<file path="config.mk">
export PLATFORM = sky130hd
export DESIGN_NAME = rrbd_lane
export DESIGN_NICKNAME = d
export VERILOG_FILES = /design/src/hdl/rrbd_pkg.sv /design/src/hdl/rrbd_lane.sv
export SDC_FILE = /design/constraint.sdc
export NUM_CORES = 2
export LEC_CHECK = 0
export ABC_CLOCK_PERIOD_IN_PS = 10800
export BUFFER_PORTS_ARGS = -buffer_cell sky130_fd_sc_hd__buf_2
export CAP_MARGIN = 20
export CORE_MARGIN = 4
export CORE_UTILIZATION = 60
export CTS_BUF_LIST = sky130_fd_sc_hd__clkbuf_4 sky130_fd_sc_hd__clkbuf_8
export DETAILED_ROUTE_END_ITERATION = 12
export HOLD_SLACK_MARGIN = 0.03
export PLACE_DENSITY = 0.77
export SYNTH_ARGS = -nofsm -noshare
export SYNTH_HDL_FRONTEND = slang
export SYNTH_SLANG_ARGS = --single-unit
</file>
<file path="constraint.sdc">
create_clock -name clk_i -period 10.8 [get_ports clk_i]
set_input_delay 1.08 -clock clk_i [delete_from_list [all_inputs] [get_ports clk_i]]
set_output_delay 1.08 -clock clk_i [all_outputs]
set_load 0.03 [all_outputs]
</file>
<file path="src/hdl/rrbd_pkg.sv">
package rrbd_pkg;

  localparam int DATA_W     = 16;
  localparam int FRAC_W     = 16;
  localparam int COL_W      = 13;
  localparam int POS_W      = 30;
  localparam int SUM_W      = 22;
  localparam int STEP_W     = 17;
  localparam int BOX_W      = 7;
  localparam int RECIP_W    = 17;
  localparam int CROP_W     = 12;
  localparam int CFG_IDX_W  = 3;
  localparam int CFG_DATA_W = 17;
  localparam int MAX_CH     = 3;
  localparam int TDATA_W    = MAX_CH * DATA_W;
  localparam int CHANNELS_DEF = 3;

  localparam logic [STEP_W-1:0] ONE_FX  = STEP_W'(65536);
  localparam logic [FRAC_W-1:0] HALF_FX = FRAC_W'(32768);

  // register map
  localparam logic [CFG_IDX_W-1:0] REG_INTERLEAVED  = 3'd0;
  localparam logic [CFG_IDX_W-1:0] REG_CROP_START   = 3'd1;
  localparam logic [CFG_IDX_W-1:0] REG_SAMPLE_COUNT = 3'd2;
  localparam logic [CFG_IDX_W-1:0] REG_STEP_FX      = 3'd3;
  localparam logic [CFG_IDX_W-1:0] REG_BOX_FACTOR   = 3'd4;
  localparam logic [CFG_IDX_W-1:0] REG_BOX_RECIP    = 3'd5;

  // sequencer to lanes
  typedef struct packed {
    logic              acpt;         // pixel taken this cycle
    logic              acpt_hit;     // it makes a sample
    logic              acpt_row_end; // it ends the row
    logic              mul;          // interpolation product stage
    logic              acc;          // box accumulate stage
    logic              avg;          // reciprocal product stage
    logic              fzero;        // sample sits exactly on a pixel
    logic [FRAC_W-1:0] frac;
    logic              row_end;
    logic              box_done;
  } lane_ctl_t;

endpackage

</file>
<file path="src/hdl/rrbd_lane.sv">
module rrbd_lane
  import rrbd_pkg::*;
(
  input  logic                clk_i,
  input  logic                rst_ni,
  input  lane_ctl_t           ctl_i,
  input  logic [DATA_W-1:0]   cur_i,
  input  logic [RECIP_W-1:0]  recip_i,
  output logic [DATA_W-1:0]   result_o
);

  localparam int PROD_W = 2 * (DATA_W + 1);
  localparam int AVG_W  = SUM_W + RECIP_W;

  logic [DATA_W-1:0] prev_q, pv_q, cur_q;
  logic signed [PROD_W-1:0] prod_q;
  logic [SUM_W-1:0] sum_q, tot_q;
  logic [AVG_W-1:0] avg_q;

  logic signed [DATA_W:0] diff;
  logic signed [PROD_W-1:0] interp;
  logic [DATA_W-1:0] samp;
  logic [SUM_W:0] sum_ext;
  logic [SUM_W-1:0] sum_sat;
  logic [AVG_W:0] rnd;

  always_ff @(posedge clk_i or negedge rst_ni) begin
    if (!rst_ni) begin
      prev_q <= '0;
      sum_q  <= '0;
    end else begin
      if (ctl_i.acpt) begin
        prev_q <= ctl_i.acpt_row_end ? '0 : cur_i;
        if (ctl_i.acpt_row_end && !ctl_i.acpt_hit) begin
          sum_q <= '0;
        end
      end
      if (ctl_i.acc) begin
        sum_q <= (ctl_i.box_done || ctl_i.row_end) ? '0 : sum_sat;
      end
    end
  end

  // prev*(1-f) + cur*f == prev*1 + (cur-prev)*f
  assign diff = $signed({1'b0, cur_q}) - $signed({1'b0, pv_q});
  assign interp = $signed({2'b00, pv_q, {FRAC_W{1'b0}}}) + prod_q
                + $signed(PROD_W'(HALF_FX));
  assign samp = ctl_i.fzero ? cur_q : interp[FRAC_W +: DATA_W];
  assign sum_ext = {1'b0, sum_q} + (SUM_W+1)'(samp);
  assign sum_sat = sum_ext[SUM_W] ? {SUM_W{1'b1}} : sum_ext[SUM_W-1:0];

  always_ff @(posedge clk_i) begin
    if (ctl_i.acpt) begin
      pv_q  <= prev_q;
      cur_q <= cur_i;
    end
    if (ctl_i.mul) begin
      prod_q <= PROD_W'(diff) * PROD_W'($signed({1'b0, ctl_i.frac}));
    end
    if (ctl_i.acc && ctl_i.box_done) begin
      tot_q <= sum_sat;
    end
    if (ctl_i.avg) begin
      avg_q <= AVG_W'(tot_q) * AVG_W'(recip_i);
    end
  end

  assign rnd = {1'b0, avg_q} + (AVG_W+1)'(HALF_FX);
  assign result_o = (|rnd[AVG_W:FRAC_W+DATA_W]) ? {DATA_W{1'b1}}
                                                : rnd[FRAC_W +: DATA_W];

endmodule

</file>
======== After elaboration in Yosys (flattened, before gate mapping) ========
Index checks and enable logic that the tools add are counted.
W data, S select, Z words.
operators by class
  add/subtract/negate cells ............... 5
  $mul .................................... 2
  mux-type cells .......................... 8
  reductions and logical operators ........ 8
operators with widths
  operator                  count
  $mux W22                  5
  $mux W16                  3
  $add A39 B16 Y40 const B  1
  $mul A22 B17 Y39          1
  $add A32 B17 Y32 const B  1
  $add A32 B32 Y32          1
  $mul A17 B17 Y32          1
  $add A22 B16 Y23          1
  $sub A16 B16 Y17          1
  $reduce_or A8 Y1          1
  $reduce_bool A2 Y1        2
  $logic_and A1 B1 Y1       2
  $reduce_and A2 Y1         1
  $logic_not A1 Y1          1
  $logic_or A1 B1 Y1        1
storage, ports and cells
  flip-flop bits (word level) ............. 163
  bits of input ports ..................... 60
  output and inout port bits .............. 16
  word-level logic and storage cells ...... 30

======== Logic depth before layout (Yosys ltp) ========
  depth in word-level cells ............... 7
  mapped depth ............................ 36
  gate-level depth less buffers ........... 35

======== Least setup slack after synthesis ========
OpenSTA, ideal clock, no wires.
  kind .................................... reg-to-reg
  from .................................... register pv_q[0]
  to ...................................... register prod_q[31] (data pin)
  setup time .............................. 0.258 ns
  data arrival time ....................... 7.917 ns
  data required time ...................... 10.542 ns
  setup slack ............................. 2.626 ns
  cell stages (with the launch flop) ...... 35
  buffers on the path ..................... 1
  period minus slack after synthesis ...... 8.174 ns
  cell sequence ........................... edfxtp_1 > ha_1 > fa_1 > nor2b_1 > o21ai_0 > a21boi_0 > o211ai_1 > a21oi_1 > nor3_1 > xnor2_1 > clkbuf_1 > and2_1 > fa_1 > inv_1 > fa_1 > inv_1 > fa_1 > inv_1 > fa_1 > inv_1 > fa_1 > inv_1 > fa_1 > inv_1 > ha_1 > or4_1 > a221o_1 > o211ai_2 > a311oi_4 > a31oi_4 > a21o_4 > o21ai_2 > o41a_1 > xnor2_1 > xnor2_1
on the way
  longest elaborated chain between the ends .. 2
ends and longest elaborated chain
  what                    RTL line         RTL
  from (decl)             rrbd_lane.sv:15  logic [DATA_W-1:0] prev_q, pv_q, cur_q;
  from (signal assigned)  rrbd_lane.sv:54  pv_q <= prev_q;
  $sub A16 B16 Y17        rrbd_lane.sv:45  assign diff = $signed({1'b0, cur_q}) - $signed({1'b0, pv_q});
  $mul A17 B17 Y32        rrbd_lane.sv:58  prod_q <= PROD_W'(diff) * PROD_W'($signed({1'b0, ctl_i.frac}));
  to (signal assigned)    rrbd_lane.sv:58
  to (decl)               rrbd_lane.sv:16  logic signed [PROD_W-1:0] prod_q;
Every way passes these cells.
A chain may end at the register's enable or synchronous reset.

======== Final worst setup path ========
Same ends and word-level chain as after synthesis.

==> results_dict.tcl <==
set metrics [dict create \
    startpoint_type "flip-flop" \
    nNetsFinal 3982 \
    utilization 0.630 \
    slew_headroom 0.266 \
    htree_levels 4 \
    r2r_slack_ns 1.90 \
    maxCapViolCount 0 \
    status "finished, final reports clean" \
    root_buffer "clkbuf_8" \
    drv_slew 0 \
    yosys.cell_types.count 63 \
    clkSinkCount 133 \
    setup_viol 0 \
    synth_ff_type "edfxtp_1" \
    min_period_ns 8.90 \
    synth_edf_count 95 \
    setup_ws_ns 1.90 \
    die_area_sq_um 51700 \
    area_growth_pct 4.07 \
    drt_iter0_drc 1492 \
    die_w_um 227 \
    io-pin-count 76 \
    grt_pass1_wl_um 114000 \
    path_clk_slew_ns 0.09 \
    drt_wl_total_um 67900 \
    num_vias 21300 \
    r2r-start "pv_q[0]" \
    clk_path_buf_depth 2 \
    post-route-drc-count 0 \
    min_from "prev_q[13]" \
    die_h_um 227 \
    dp_slack_ns 1.62 \
    path_class "reg -> reg" \
    cts_tree "built" \
    yosysTopAreaCellShare 0.388 \
    hold_buffers 0 \
    slowest_stage "fa_1" \
    tns_ns 0 \
    route.layer.met1.wl_um 26700 \
    wl_met3_um 5370 \
    via_per_inst 5.69 \
    grt.total_usage 0.277 \
    period_share 0.824 \
    route.antenna.remaining_nets 0 \
    fillers 3842 \
    cts_made_buffers 17 \
    cp_slowest_stage_delay_ns 0.53 \
    clock_latency_ns 0.50 \
    cp.arrival_ns 9.17 \
    synthesis.area_sq_um 28900 \
    synth_async_sr_flop_share 0.286 \
    fmax_mhz 112 \
    grt_max_degree 66 \
    antenna_found_initial 3 \
    holdCritPathClass "reg -> reg" \
    endpoint_kind "flip-flop" \
    post_cts_buffers 0 \
    finalHoldWorstSlack_ns 0.450 \
    syn_area_per_cell_sq_um 9.15 \
    wire_per_inst_um 18.1 \
    synth.most_common_cell "inv_1" \
    multi_input_area_sq_um 21900 \
    regArea_sq_um 3800 \
    hold_path_end "pv_q[13]" \
    finalClockSkew_ns 0.0223 \
    synth_commonest_cells "inv_1 (694), fa_1 (559), nand2_1 (474), ha_1 (240), and2_1 (220)" \
    initial_core_util 0.606 \
    wl_met2_um 33900 \
    port_buffers 75 \
    drive_gt1_frac 0.0497 \
    yosysSeqAreaShare 0.132 \
    cts_resized 0 \
    reg2reg_to "prod_q[31]" \
    grt-ovfl-total 0 \
    rows 80 \
    critPathMaxFanout 16 \
    dr.pass1.iters 7 \
    tightest_slew_ns 1.10 \
    yosys.area.top_type "fa_1" \
    yosys-top-cells-area "fa_1 (39%), ha_1 (10%), edfxtp_1 (9.9%)" \
    place_congestion 0.913 \
    final-hold-violation-count 0 \
    first_global_vias 23200 \
    ys_ff_latch 133 \
    cp.required_ns 11.06 \
    syn_inst 3156 \
    synth_warnings 0 \
    top_layer_used "met4" \
    rsz0062_at_grt "no" \
    reg2reg_depth 34 \
    cpMostUsedCell "fa_1" \
    core_sq_um 47600 \
    syn-num-nets 4015 \
    place_hpwl_um 53700 \
    holdPathStages 0 \
]
-- worst max path at each step --
stage	start	endpoint
floorplan	pv_q[0]	prod_q[31]
global placement	pv_q[1]	prod_q[31]
detailed placement	pv_q[1]	prod_q[31]
CTS	pv_q[1]	prod_q[31]
global route	pv_q[1]	prod_q[31]
finish	pv_q[0]	prod_q[31]
-- state kept, by name, indices dropped and copies added, names as in the netlist --
| name | cells |
|---|---|
| avg_q | 24 |
| prev_q | 16 |
| tot_q | 22 |
| pv_q | 16 |
| sum_q | 22 |
| cur_q | 16 |
| prod_q | 17 |
-- layout make-up --
class	instances	share of cell area
timing repair buffer	98	0.0187
clock buffer	18	0.00804
inverter	694	0.0867
sequential	133	0.127
antenna	2	0.000167
clock inverter	14	0.00467
multi-input combinational	2179	0.729
tap	615	0.0256
-- cell usage in the layout (no fill, tap or decap), types with 9 or more instances in the layout --
cell	n
and2_1	220
o21a_1	14
a21oi_1	50
dfrtp_1	38
nor2_1	70
o211ai_1	10
xor2_1	40
nor2b_1	32
a22o_1	17
a311oi_1	10
xnor2_1	66
clkbuf_8	18
a31oi_1	9
a21o_1	20
ha_1	240
o21ai_0	56
fa_1	559
nand3_1	76
inv_1	694
nand3b_1	35
nand2_1	474
nand2b_1	37
buf_4	21
o21bai_1	10
edfxtp_1	95
buf_2	75
and3_1	16
nor3_1	24
-- routing by layer --
metal	global-route usage	up-vias
met4	0.0849	0
met5	0	-
li1	-	9517
met1	0.365	10800
met2	0.474	879
met3	0.0505	164
-- critical path: cells and delay by family, from the launching register on --
kind	cells	cell delay (ns)
simple gates	4	0.80
xor+xnor	3	0.40
compound gates	11	2.58
buf+inv	7	0.49
flops	1	0.45
fa+ha+maj	9	3.92
-- logic make-up (layout without fill, tap and decap cells) --
logic type      after synthesis  in the layout  synth area share
flops                       133            133             0.132
fa+ha+maj                   804            804             0.493
compound gates              250            250            0.0601
simple gates               1011           1011             0.170
buf+inv                     844            824             0.110
xor+xnor                    107            107            0.0325
other cells                   0              2                 0
mux                           7              7           0.00264
-- per-stage QoR --
step / instance area (sq um) / instances
6_report: 30000 / 3753
5_1_grt: 30000 / 3753
4_1_cts: 30000 / 3748
3_5_place_dp: 29600 / 3716
3_3_place_gp: 29600 / 3716
2_1_floorplan: 28900 / 3156
Power is not shown: default switching activity piles up to over one toggle a cycle in this logic, so the estimate is an artifact.
