File: src/hdl/rrbd_pkg.sv
package rrbd_pkg;

  localparam int DATA_W     = 16;
  localparam int FRAC_W     = 16;
  localparam int COL_W      = 13;
  localparam int POS_W      = 30;
  localparam int SUM_W      = 22;
  localparam int STEP_W     = 17;
  localparam int BOX_W      = 7;
  localparam int RECIP_W    = 17;
  localparam int CROP_W     = 12;
  localparam int CFG_IDX_W  = 3;
  localparam int CFG_DATA_W = 17;
  localparam int MAX_CH     = 3;
  localparam int TDATA_W    = MAX_CH * DATA_W;
  localparam int CHANNELS_DEF = 3;

  localparam logic [STEP_W-1:0] ONE_FX  = STEP_W'(65536);
  localparam logic [FRAC_W-1:0] HALF_FX = FRAC_W'(32768);

  // register map
  localparam logic [CFG_IDX_W-1:0] REG_INTERLEAVED  = 3'd0;
  localparam logic [CFG_IDX_W-1:0] REG_CROP_START   = 3'd1;
  localparam logic [CFG_IDX_W-1:0] REG_SAMPLE_COUNT = 3'd2;
  localparam logic [CFG_IDX_W-1:0] REG_STEP_FX      = 3'd3;
  localparam logic [CFG_IDX_W-1:0] REG_BOX_FACTOR   = 3'd4;
  localparam logic [CFG_IDX_W-1:0] REG_BOX_RECIP    = 3'd5;

  // sequencer to lanes
  typedef struct packed {
    logic              acpt;         // pixel taken this cycle
    logic              acpt_hit;     // it makes a sample
    logic              acpt_row_end; // it ends the row
    logic              mul;          // interpolation product stage
    logic              acc;          // box accumulate stage
    logic              avg;          // reciprocal product stage
    logic              fzero;        // sample sits exactly on a pixel
    logic [FRAC_W-1:0] frac;
    logic              row_end;
    logic              box_done;
  } lane_ctl_t;

endpackage

File: src/hdl/rrbd_ctrl.sv
module rrbd_ctrl
  import rrbd_pkg::*;
(
  input  logic                  clk_i,
  input  logic                  rst_ni,
  input  logic                  cfg_we_i,
  input  logic [CFG_IDX_W-1:0]  cfg_idx_i,
  input  logic [CFG_DATA_W-1:0] cfg_data_i,
  input  logic                  in_valid_i,
  input  logic                  in_row_end_i,
  output logic                  in_ready_o,
  input  logic                  out_free_i,
  output logic                  out_load_o,
  output logic                  out_last_o,
  output logic                  interleaved_o,
  output logic [RECIP_W-1:0]    recip_o,
  output lane_ctl_t             ctl_o
);

  localparam logic [2:0] ST_IDLE = 3'd0;
  localparam logic [2:0] ST_MUL  = 3'd1;
  localparam logic [2:0] ST_ACC  = 3'd2;
  localparam logic [2:0] ST_AVG  = 3'd3;
  localparam logic [2:0] ST_FIN  = 3'd4;

  logic [2:0] state_q, state_d;

  logic                interleaved_q, interleaved_d;
  logic [CROP_W-1:0]   crop_q, crop_d;
  logic [COL_W-1:0]    count_q, count_d;
  logic [STEP_W-1:0]   step_q, step_d;
  logic [BOX_W-1:0]    box_q, box_d;
  logic [RECIP_W-1:0]  recip_q, recip_d;

  logic [COL_W-1:0]    col_q, col_d;
  logic [POS_W-1:0]    pos_q, pos_d;
  logic [BOX_W-1:0]    fill_q, fill_d;
  logic [COL_W-1:0]    made_q, made_d;

  logic                fzero_q, row_end_q, done_q, last_q;
  logic [FRAC_W-1:0]   frac_q;

  logic                acpt, hit, fzero, done, last;
  logic [POS_W-FRAC_W-1:0] ip;
  logic [FRAC_W-1:0]   frac;
  logic [STEP_W-1:0]   estep;
  logic [BOX_W-1:0]    ebox, fill_n;
  logic [COL_W-1:0]    made_n, left;
  logic [POS_W:0]      np;

  function automatic logic [POS_W-1:0] start_pos(input logic [STEP_W-1:0] stp,
                                                 input logic [CROP_W-1:0] crp);
    logic [STEP_W-1:0] es;
    es = stp[STEP_W-1] ? stp : ONE_FX;
    return POS_W'(es >> 1) - POS_W'(HALF_FX) + {2'b00, crp, {FRAC_W{1'b0}}};
  endfunction

  always_comb begin
    interleaved_d = interleaved_q;
    crop_d        = crop_q;
    count_d       = count_q;
    step_d        = step_q;
    box_d         = box_q;
    recip_d       = recip_q;
    if (cfg_we_i) begin
      case (cfg_idx_i)
        REG_INTERLEAVED:  interleaved_d = cfg_data_i[0];
        REG_CROP_START:   crop_d  = cfg_data_i[CROP_W-1:0];
        REG_SAMPLE_COUNT: count_d = cfg_data_i[COL_W-1:0];
        REG_STEP_FX:      step_d  = cfg_data_i[STEP_W-1:0];
        REG_BOX_FACTOR:   box_d   = cfg_data_i[BOX_W-1:0];
        REG_BOX_RECIP:    recip_d = cfg_data_i[RECIP_W-1:0];
        default: ;
      endcase
    end
  end

  assign in_ready_o = (state_q == ST_IDLE);
  assign acpt   = in_valid_i && in_ready_o;
  assign ip     = pos_q[POS_W-1:FRAC_W];
  assign frac   = pos_q[FRAC_W-1:0];
  assign fzero  = (frac == '0);
  assign estep  = step_q[STEP_W-1] ? step_q : ONE_FX;
  assign ebox   = (box_q == '0) ? BOX_W'(1) : box_q;
  assign hit    = (made_q < count_q) &&
                  (fzero ? (ip == (POS_W-FRAC_W)'(col_q))
                         : ({1'b0, ip} + 1'b1 == (POS_W-FRAC_W+1)'(col_q)));
  assign fill_n = fill_q + 1'b1;
  assign done   = (fill_n >= ebox);
  assign made_n = made_q + 1'b1;
  assign left   = count_q - made_n;
  assign last   = (left < COL_W'(ebox));
  assign np     = {1'b0, pos_q} + (POS_W+1)'(estep);

  always_comb begin
    col_d  = col_q;
    pos_d  = pos_q;
    fill_d = fill_q;
    made_d = made_q;
    if (acpt) begin
      if (hit) begin
        fill_d = done ? '0 : fill_n;
        made_d = made_n;
        pos_d  = np[POS_W] ? {POS_W{1'b1}} : np[POS_W-1:0];
      end
      if (col_q != {COL_W{1'b1}}) begin
        col_d = col_q + 1'b1;
      end
      if (in_row_end_i) begin
        col_d  = '0;
        fill_d = '0;
        made_d = '0;
        pos_d  = start_pos(step_d, crop_d);
      end
    end else if (cfg_we_i && col_q == '0 &&
                 (cfg_idx_i == REG_CROP_START || cfg_idx_i == REG_STEP_FX)) begin
      pos_d = start_pos(step_d, crop_d);
    end
  end

  always_comb begin
    state_d = state_q;
    case (state_q)
      ST_IDLE: if (acpt && hit) state_d = ST_MUL;
      ST_MUL:  state_d = ST_ACC;
      ST_ACC:  state_d = done_q ? ST_AVG : ST_IDLE;
      ST_AVG:  state_d = ST_FIN;
      ST_FIN:  if (out_free_i) state_d = ST_IDLE;
      default: state_d = ST_IDLE;
    endcase
  end

  always_ff @(posedge clk_i or negedge rst_ni) begin
    if (!rst_ni) begin
      state_q       <= ST_IDLE;
      interleaved_q <= 1'b1;
      crop_q        <= '0;
      count_q       <= COL_W'(1);
      step_q        <= ONE_FX;
      box_q         <= BOX_W'(1);
      recip_q       <= ONE_FX;
      col_q         <= '0;
      pos_q         <= start_pos(ONE_FX, '0);
      fill_q        <= '0;
      made_q        <= '0;
    end else begin
      state_q       <= state_d;
      interleaved_q <= interleaved_d;
      crop_q        <= crop_d;
      count_q       <= count_d;
      step_q        <= step_d;
      box_q         <= box_d;
      recip_q       <= recip_d;
      col_q         <= col_d;
      pos_q         <= pos_d;
      fill_q        <= fill_d;
      made_q        <= made_d;
    end
  end

  always_ff @(posedge clk_i) begin
    if (acpt) begin
      fzero_q   <= fzero;
      frac_q    <= frac;
      row_end_q <= in_row_end_i;
      done_q    <= done;
      last_q    <= last;
    end
  end

  assign out_load_o    = (state_q == ST_FIN) && out_free_i;
  assign out_last_o    = last_q;
  assign interleaved_o = interleaved_q;
  assign recip_o       = recip_q;

  assign ctl_o.acpt         = acpt;
  assign ctl_o.acpt_hit     = hit;
  assign ctl_o.acpt_row_end = in_row_end_i;
  assign ctl_o.mul          = (state_q == ST_MUL);
  assign ctl_o.acc          = (state_q == ST_ACC);
  assign ctl_o.avg          = (state_q == ST_AVG);
  assign ctl_o.fzero        = fzero_q;
  assign ctl_o.frac         = frac_q;
  assign ctl_o.row_end      = row_end_q;
  assign ctl_o.box_done     = done_q;

endmodule

File: config.mk
export PLATFORM = sky130hd
export DESIGN_NAME = rrbd_ctrl
export DESIGN_NICKNAME = d
export VERILOG_FILES = /design/src/hdl/rrbd_pkg.sv /design/src/hdl/rrbd_ctrl.sv
export SDC_FILE = /design/constraint.sdc
export NUM_CORES = 1
export LEC_CHECK = 0
export ABC_AREA = 1
export BUFFER_PORTS_ARGS = -buffer_cell sky130_fd_sc_hd__buf_2
export CAP_MARGIN = 0
export CORE_MARGIN = 2
export CORE_UTILIZATION = 62
export CTS_CLUSTER_SIZE = 28
export DETAILED_ROUTE_END_ITERATION = 7
export PLACE_DENSITY = 0.82
export SLEW_MARGIN = 20
export SYNTH_ARGS = -nofsm -noshare
export SYNTH_HDL_FRONTEND = slang
export SYNTH_SLANG_ARGS = --single-unit
File: constraint.sdc
create_clock -name clk_i -period 4 [get_ports clk_i]
set_input_delay 0.4 -clock clk_i [delete_from_list [all_inputs] [get_ports clk_i]]
set_output_delay 0.4 -clock clk_i [all_outputs]
set_load 0.02 [all_outputs]
After elaboration in Yosys (flattened, before gate mapping):

Index checks and enable logic that the tools add are counted.

* input bits: 26
* ROM bits: 0
* output and inout bits: 46
* latch bits: 0
* memories: 0
* RAM bits: 0
* register bits after elaboration: 153

* add/subtract/negate cells: 8
* $lt $le $gt $ge: 3
* muxes and demuxes: 24
* equal/unequal tests: 15
* reduce and logical (&&, ||, !) cells: 23
* multiply operators: 0
* divide/modulo/power cells: 0
* bitwise gates (word level): 0
* shifts and indexed selects: 0

Operator list (count)
* 2-to-1 mux 30 bit: 5
* 2-to-1 mux 13 bit: 4
* 2-to-1 mux 17 bit: 2
* 2-to-1 mux 16 bit: 2
* adder 30 x 17 -> 31 bit: 1
* adder 17 x 29 -> 30 bit: 1
* 2-to-1 mux 7 bit: 4
* adder 13 x 1 -> 13 bit (second input constant): 2
* 2-to-1 mux 12 bit: 2
* subtractor 16 x 16 -> 17 bit (second input constant): 1
* zero test 16 bit: 1
* AND reduction 2 bit: 8
* adder 14 x 1 -> 15 bit (second input constant): 1
* equality test 15 x 13 -> 1 bit: 1
* one-hot mux 3 bit (5 select lines): 1
* equality test 14 x 13 -> 1 bit: 1
* zero test 13 bit: 1
* less-than comparator 13 bit: 1
* less-than comparator 13 x 7 -> 1 bit: 1
* inequality test 13 bit (second input constant): 1
* subtractor 13 bit: 1
* equality test 3 x 2 -> 1 bit (second input constant): 4
* equality test 3 bit (second input constant): 3
* adder 7 x 1 -> 7 bit (second input constant): 1
* 13 further kinds: 23

Depth between registers and ports, before layout:

* depth after elaboration: 8
* depth in mapped cells: 19
* gate-level depth less buffers: 18

Worst setup path before layout:

OpenSTA, ideal clock, no wires.

* path kind: reg-to-reg
* start point: register step_q[16]
* end point: register pos_q[11]
* required time: 3882 ps
* arrival time: 2752 ps
* clock period less this slack: 2870 ps
* cell stages (with the launch flop): 19
* library setup time: 118 ps
* setup slack: 1130 ps
* cells stage by stage: dfstp_2 clkbuf_1 clkbuf_1 nand2_1 inv_1 ha_1 a21oi_1 o21ai_0 nand2_1 nand2_1 nand2_1 nand3_1 nand2_1 nand2_1 buf_4 o21ai_0 inv_1 nand3_1 nand2_1

* cells in the longest elaborated chain, start to end: 7
* elaborated cells between the ends (all ways): 12

RTL lines
* start: declaration: line rrbd_ctrl.sv:31 `logic [STEP_W-1:0] step_q, step_d;`
* start signal: assignment: line rrbd_ctrl.sv:151 `step_q <= step_d;`
* 2-to-1 mux 17 bit: line rrbd_ctrl.sv:66 `case (cfg_idx_i)`
* 2-to-1 mux 17 bit: line rrbd_ctrl.sv:65 `if (cfg_we_i) begin`
* 2-to-1 mux 16 bit: line rrbd_ctrl.sv:54 `es = stp[STEP_W-1] ? stp : ONE_FX;`
* subtractor 16 x 16 -> 17 bit: line rrbd_ctrl.sv:55 `return POS_W'(es >> 1) - POS_W'(HALF_FX) + {2'b00, crp, {FRAC_W{1'b0}}};`
* adder 17 x 29 -> 30 bit: line rrbd_ctrl.sv:55
* 2-to-1 mux 30 bit (on tied branches): line rrbd_ctrl.sv:115, rrbd_ctrl.sv:109
* 2-to-1 mux 30 bit *: line rrbd_ctrl.sv:100 `if (acpt) begin`
* end signal: assignment: line rrbd_ctrl.sv:143 `pos_q <= start_pos(ONE_FX, '0);`
* end signal: assignment: line rrbd_ctrl.sv:155 `pos_q <= pos_d;`
* end: declaration: line rrbd_ctrl.sv:36 `logic [POS_W-1:0] pos_q, pos_d;`

Every way passes the cells marked *; elsewhere a longest branch is shown, timed or not. The select of a mux whose other input is x is not followed.
A chain may end at the register's enable or synchronous reset.

Final worst setup path:

* start point: register step_q[16]
* end point: register pos_q[13]

The elaborated chain is that of the path after synthesis.

==> impl_metrics.yaml <==
outcome:
  status: "finished, violations left"
  violations: "hold timing"
setup_path:
  critPathLaunchType: "register"
  reg2reg_slack_ns: 0.54
  cp_data_arrival_time_ns: 3.83
  critPathRequiredTime_ns: 4.37
  end_kind: "register"
  crit_type: "reg -> reg"
  cp_max_fo: 19
cells_and_area:
  final_common_cell: "nand2_1"
  seq_area_sq_um: 3935
  final_area_sq_um: 11290
  final_cell_mix: "nand2_1 (391), inv_1 (183), dfrtp_1 (128)"
  multiInputGateArea_sq_um: 5313
  drive_gt1_frac: 0.09475
  antenna_cells: 0
  nets: 1542
  final_util: 0.7081
  area_growth_pct: 10.96
  nFillCells: 1303
routing:
  routed_via_density: 5.702
  ant_nets: 0
  drc_errors: 0
  drt_iter0_markers: 961
  wl_per_cell_microns: 17.10
  firstDrtPassIters: 7
  routed_wl_microns: 28780
  vias: 9596
power_and_ir_drop:
  sequentialPowerShare: 0.348
  ir_drop_mv: 0.3564
  clkPwrFrac: 0.259
  p_comb_frac: 0.393
  powerDensity_nw_per_um2: 587.4
  p_sw_w: 0.002894
  p_int_w: 0.003737
  leakagePower_nw: 5.951
  swShare: 0.4364
timing:
  min_period_ns: 3.457
  slew_headroom: 0.4086
  timing.final.crit_share: 0.8643
  finalSetupViolCount: 0
  worstMarginPinSlew_ns: 0.8850
  fmax_mhz: 289.3
  maxSlewViolCount: 0
  clock-skew-final_ns: 0.01066
  final.setup.tns_ns: 0
  rsz0062_at_grt: "no"
  holdWs_ns: -0.05871
  hold_violations: 14
  worst_slack_ns: 0.5430
global_route:
  grt_max_degree: 72
  grt_overflow_total: 0
  antenna_found_initial: 0
  grt_usage: 0.3371
  grt_pass1_wl_microns: 46420
  grt_pass1_vias: 9032
job:
  drv_cap: 0
place:
  place_ws_ns: 0.6761
  io_buffers: 71
  place.gp.congestion: 1.021
  placed_area_sq_um: 10650
  dp_hpwl_microns: 21330
logic_synthesis:
  synth_area_sq_um: 10170
  seq_area_frac_synth: 0.3868
  async_flop_share: 0.8693
  syn_inst: 1396
  avgSynthCellArea_sq_um: 7.288
  synth_cell_types: 43
  synth-edff-count: 20
  synth-seq-cells: 153
  syn_nets: 1484
  synth_warnings: 0
  synth-main-ff-cell: "dfrtp_1"
die:
  dieHeight_microns: 132.1
  dieWidth_microns: 132.1
  rows: 46
  coreArea_sq_um: 15940
  ios: 72
  initial_utilization: 0.6381
  die_area_sq_um: 17450
clock_network:
  clock_sinks: 153
  root_buffer: "clkbuf_16"
  numCtsBuffers: 17
  max-clock-path-buffers: 2
  clk_pin_slew_ns: 0.08
  clk_latency_ns: 0.44
  htree_levels: 4
  cts_tree: "built"
  postCtsResizedCells: 0
  postCtsSetupBuffers: 0
  hold_buffers: 0
hold_path:
  holdCritPathClass: "in -> async"
[cells by family after synthesis]
kind of cell,count (synthesis),synth area share
xor+xnor,59,0.05079
buf+inv,227,0.09101
compound gates,198,0.1038
fa+ha+maj,62,0.07773
flops,153,0.3868
simple gates,697,0.2899
[cell usage after synthesis (2+ instances only)]
| master | n | area [sq um] |
|---|---|---|
| clkbuf_1 | 21 | 78.83 |
| a31oi_1 | 2 | 12.51 |
| dfrtp_1 | 128 | 3203 |
| edfxtp_1 | 20 | 600.6 |
| buf_2 | 8 | 40.04 |
| nor3b_1 | 2 | 15.01 |
| fa_1 | 2 | 40.04 |
| xnor2_1 | 13 | 113.9 |
| nand4_1 | 22 | 137.6 |
| o21bai_1 | 4 | 30.03 |
| nand2_1 | 391 | 1468 |
| xor2_1 | 46 | 402.9 |
| nand3b_1 | 5 | 37.54 |
| inv_1 | 183 | 686.9 |
| nor3_1 | 16 | 80.08 |
| dfstp_2 | 5 | 131.4 |
| nand2_2 | 3 | 18.77 |
| o21ai_0 | 115 | 575.6 |
| o21ai_1 | 11 | 55.05 |
| buf_1 | 2 | 7.510 |
| nor2_1 | 115 | 431.7 |
| buf_6 | 5 | 56.30 |
| nand3_2 | 2 | 20.02 |
| ha_1 | 60 | 750.7 |
| o31ai_1 | 4 | 30.03 |
| nor4_1 | 6 | 37.54 |
| buf_4 | 7 | 52.55 |
| a21o_1 | 4 | 30.03 |
| a21oi_1 | 50 | 250.2 |
| or2_2 | 2 | 12.51 |
| a211oi_1 | 2 | 15.01 |
| a31o_2 | 2 | 17.52 |
| nand3_1 | 122 | 610.6 |
| nor2_2 | 7 | 43.79 |
[per-stage QoR]
step                instances  power (W)
global route             1683   0.007043
floorplan                1396   0.004184
finish                   1683   0.006631
global placement         1651   0.004814
detailed placement       1651   0.004868
CTS                      1683   0.006587
[path summary, 6_finish.rpt]
check | start | end | cells past startpoint
max reg2reg | step_q[16] | pos_q[13] | 18
max | step_q[16] | pos_q[13] | 18
max in group asynchronous | rst_ni | count_q[0] | 2
min in group clk_i | cfg_data_i[16] | recip_o[16] | 3
min reg2reg | recip_o[10] | recip_o[10] | 2
min | rst_ni | pos_q[6] | 1
[sequential cells by signal, summed over array words and instances (netlist names), named ones only]
signal,count
step_q,16
crop_q,12
fill_q,7
interleaved_o,1
count_q,13
pos_q,30
done_q,1
col_q,13
state_q,3
made_q,13
row_end_q,1
out_last_o,1
box_q,7
frac_q,16
recip_o,17
fzero_q,1
[power groups by stage]
stage,clock (W),sequential (W),combinational [W]
CTS,0.00172,0.00230,0.00257
global placement,0,0.00231,0.00250
floorplan,0,0.00230,0.00188
global route,0.00178,0.00235,0.00292
detailed placement,0,0.00232,0.00255
finish,0.00171,0.00231,0.00261
[worst max-delay path: stages (launching register included)]
cell and delay (ns):
dfstp_2 0.69, nand2_1 0.09, inv_1 0.06, ha_1 0.20, fa_1 0.26, nand3_1 0.10
nand2_1 0.12, nand2_1 0.06, nand2_1 0.13, nand3_1 0.10, nand3_1 0.16, nand2_1 0.21
nand2_1 0.59, inv_1 0.22, nand2_1 0.12, nand2_1 0.06, inv_1 0.05, nand3_1 0.07
nand2_1 0.09
[routing by layer]
| metal | global-route usage | vias to the layer above | routed length, microns |
|---|---|---|---|
| li1 | - | 4626 | - |
| met1 | 0.4664 | 4470 | 12230 |
| met2 | 0.5252 | 430 | 12990 |
| met3 | 0.06459 | 70 | 2564 |
| met4 | 0.1353 | 0 | 994 |
| met5 | 0 | - | 0 |
[final cells by class]
| cell class | count | area share |
|---|---|---|
| inverter | 184 | 0.06118 |
| clock buffer | 19 | 0.04212 |
| sequential | 153 | 0.3486 |
| clock inverter | 13 | 0.01419 |
| timing repair buffer | 82 | 0.03935 |
| multi-input combinational | 1016 | 0.4706 |
| tap | 216 | 0.02394 |
(Power assumes the default switching activity.)
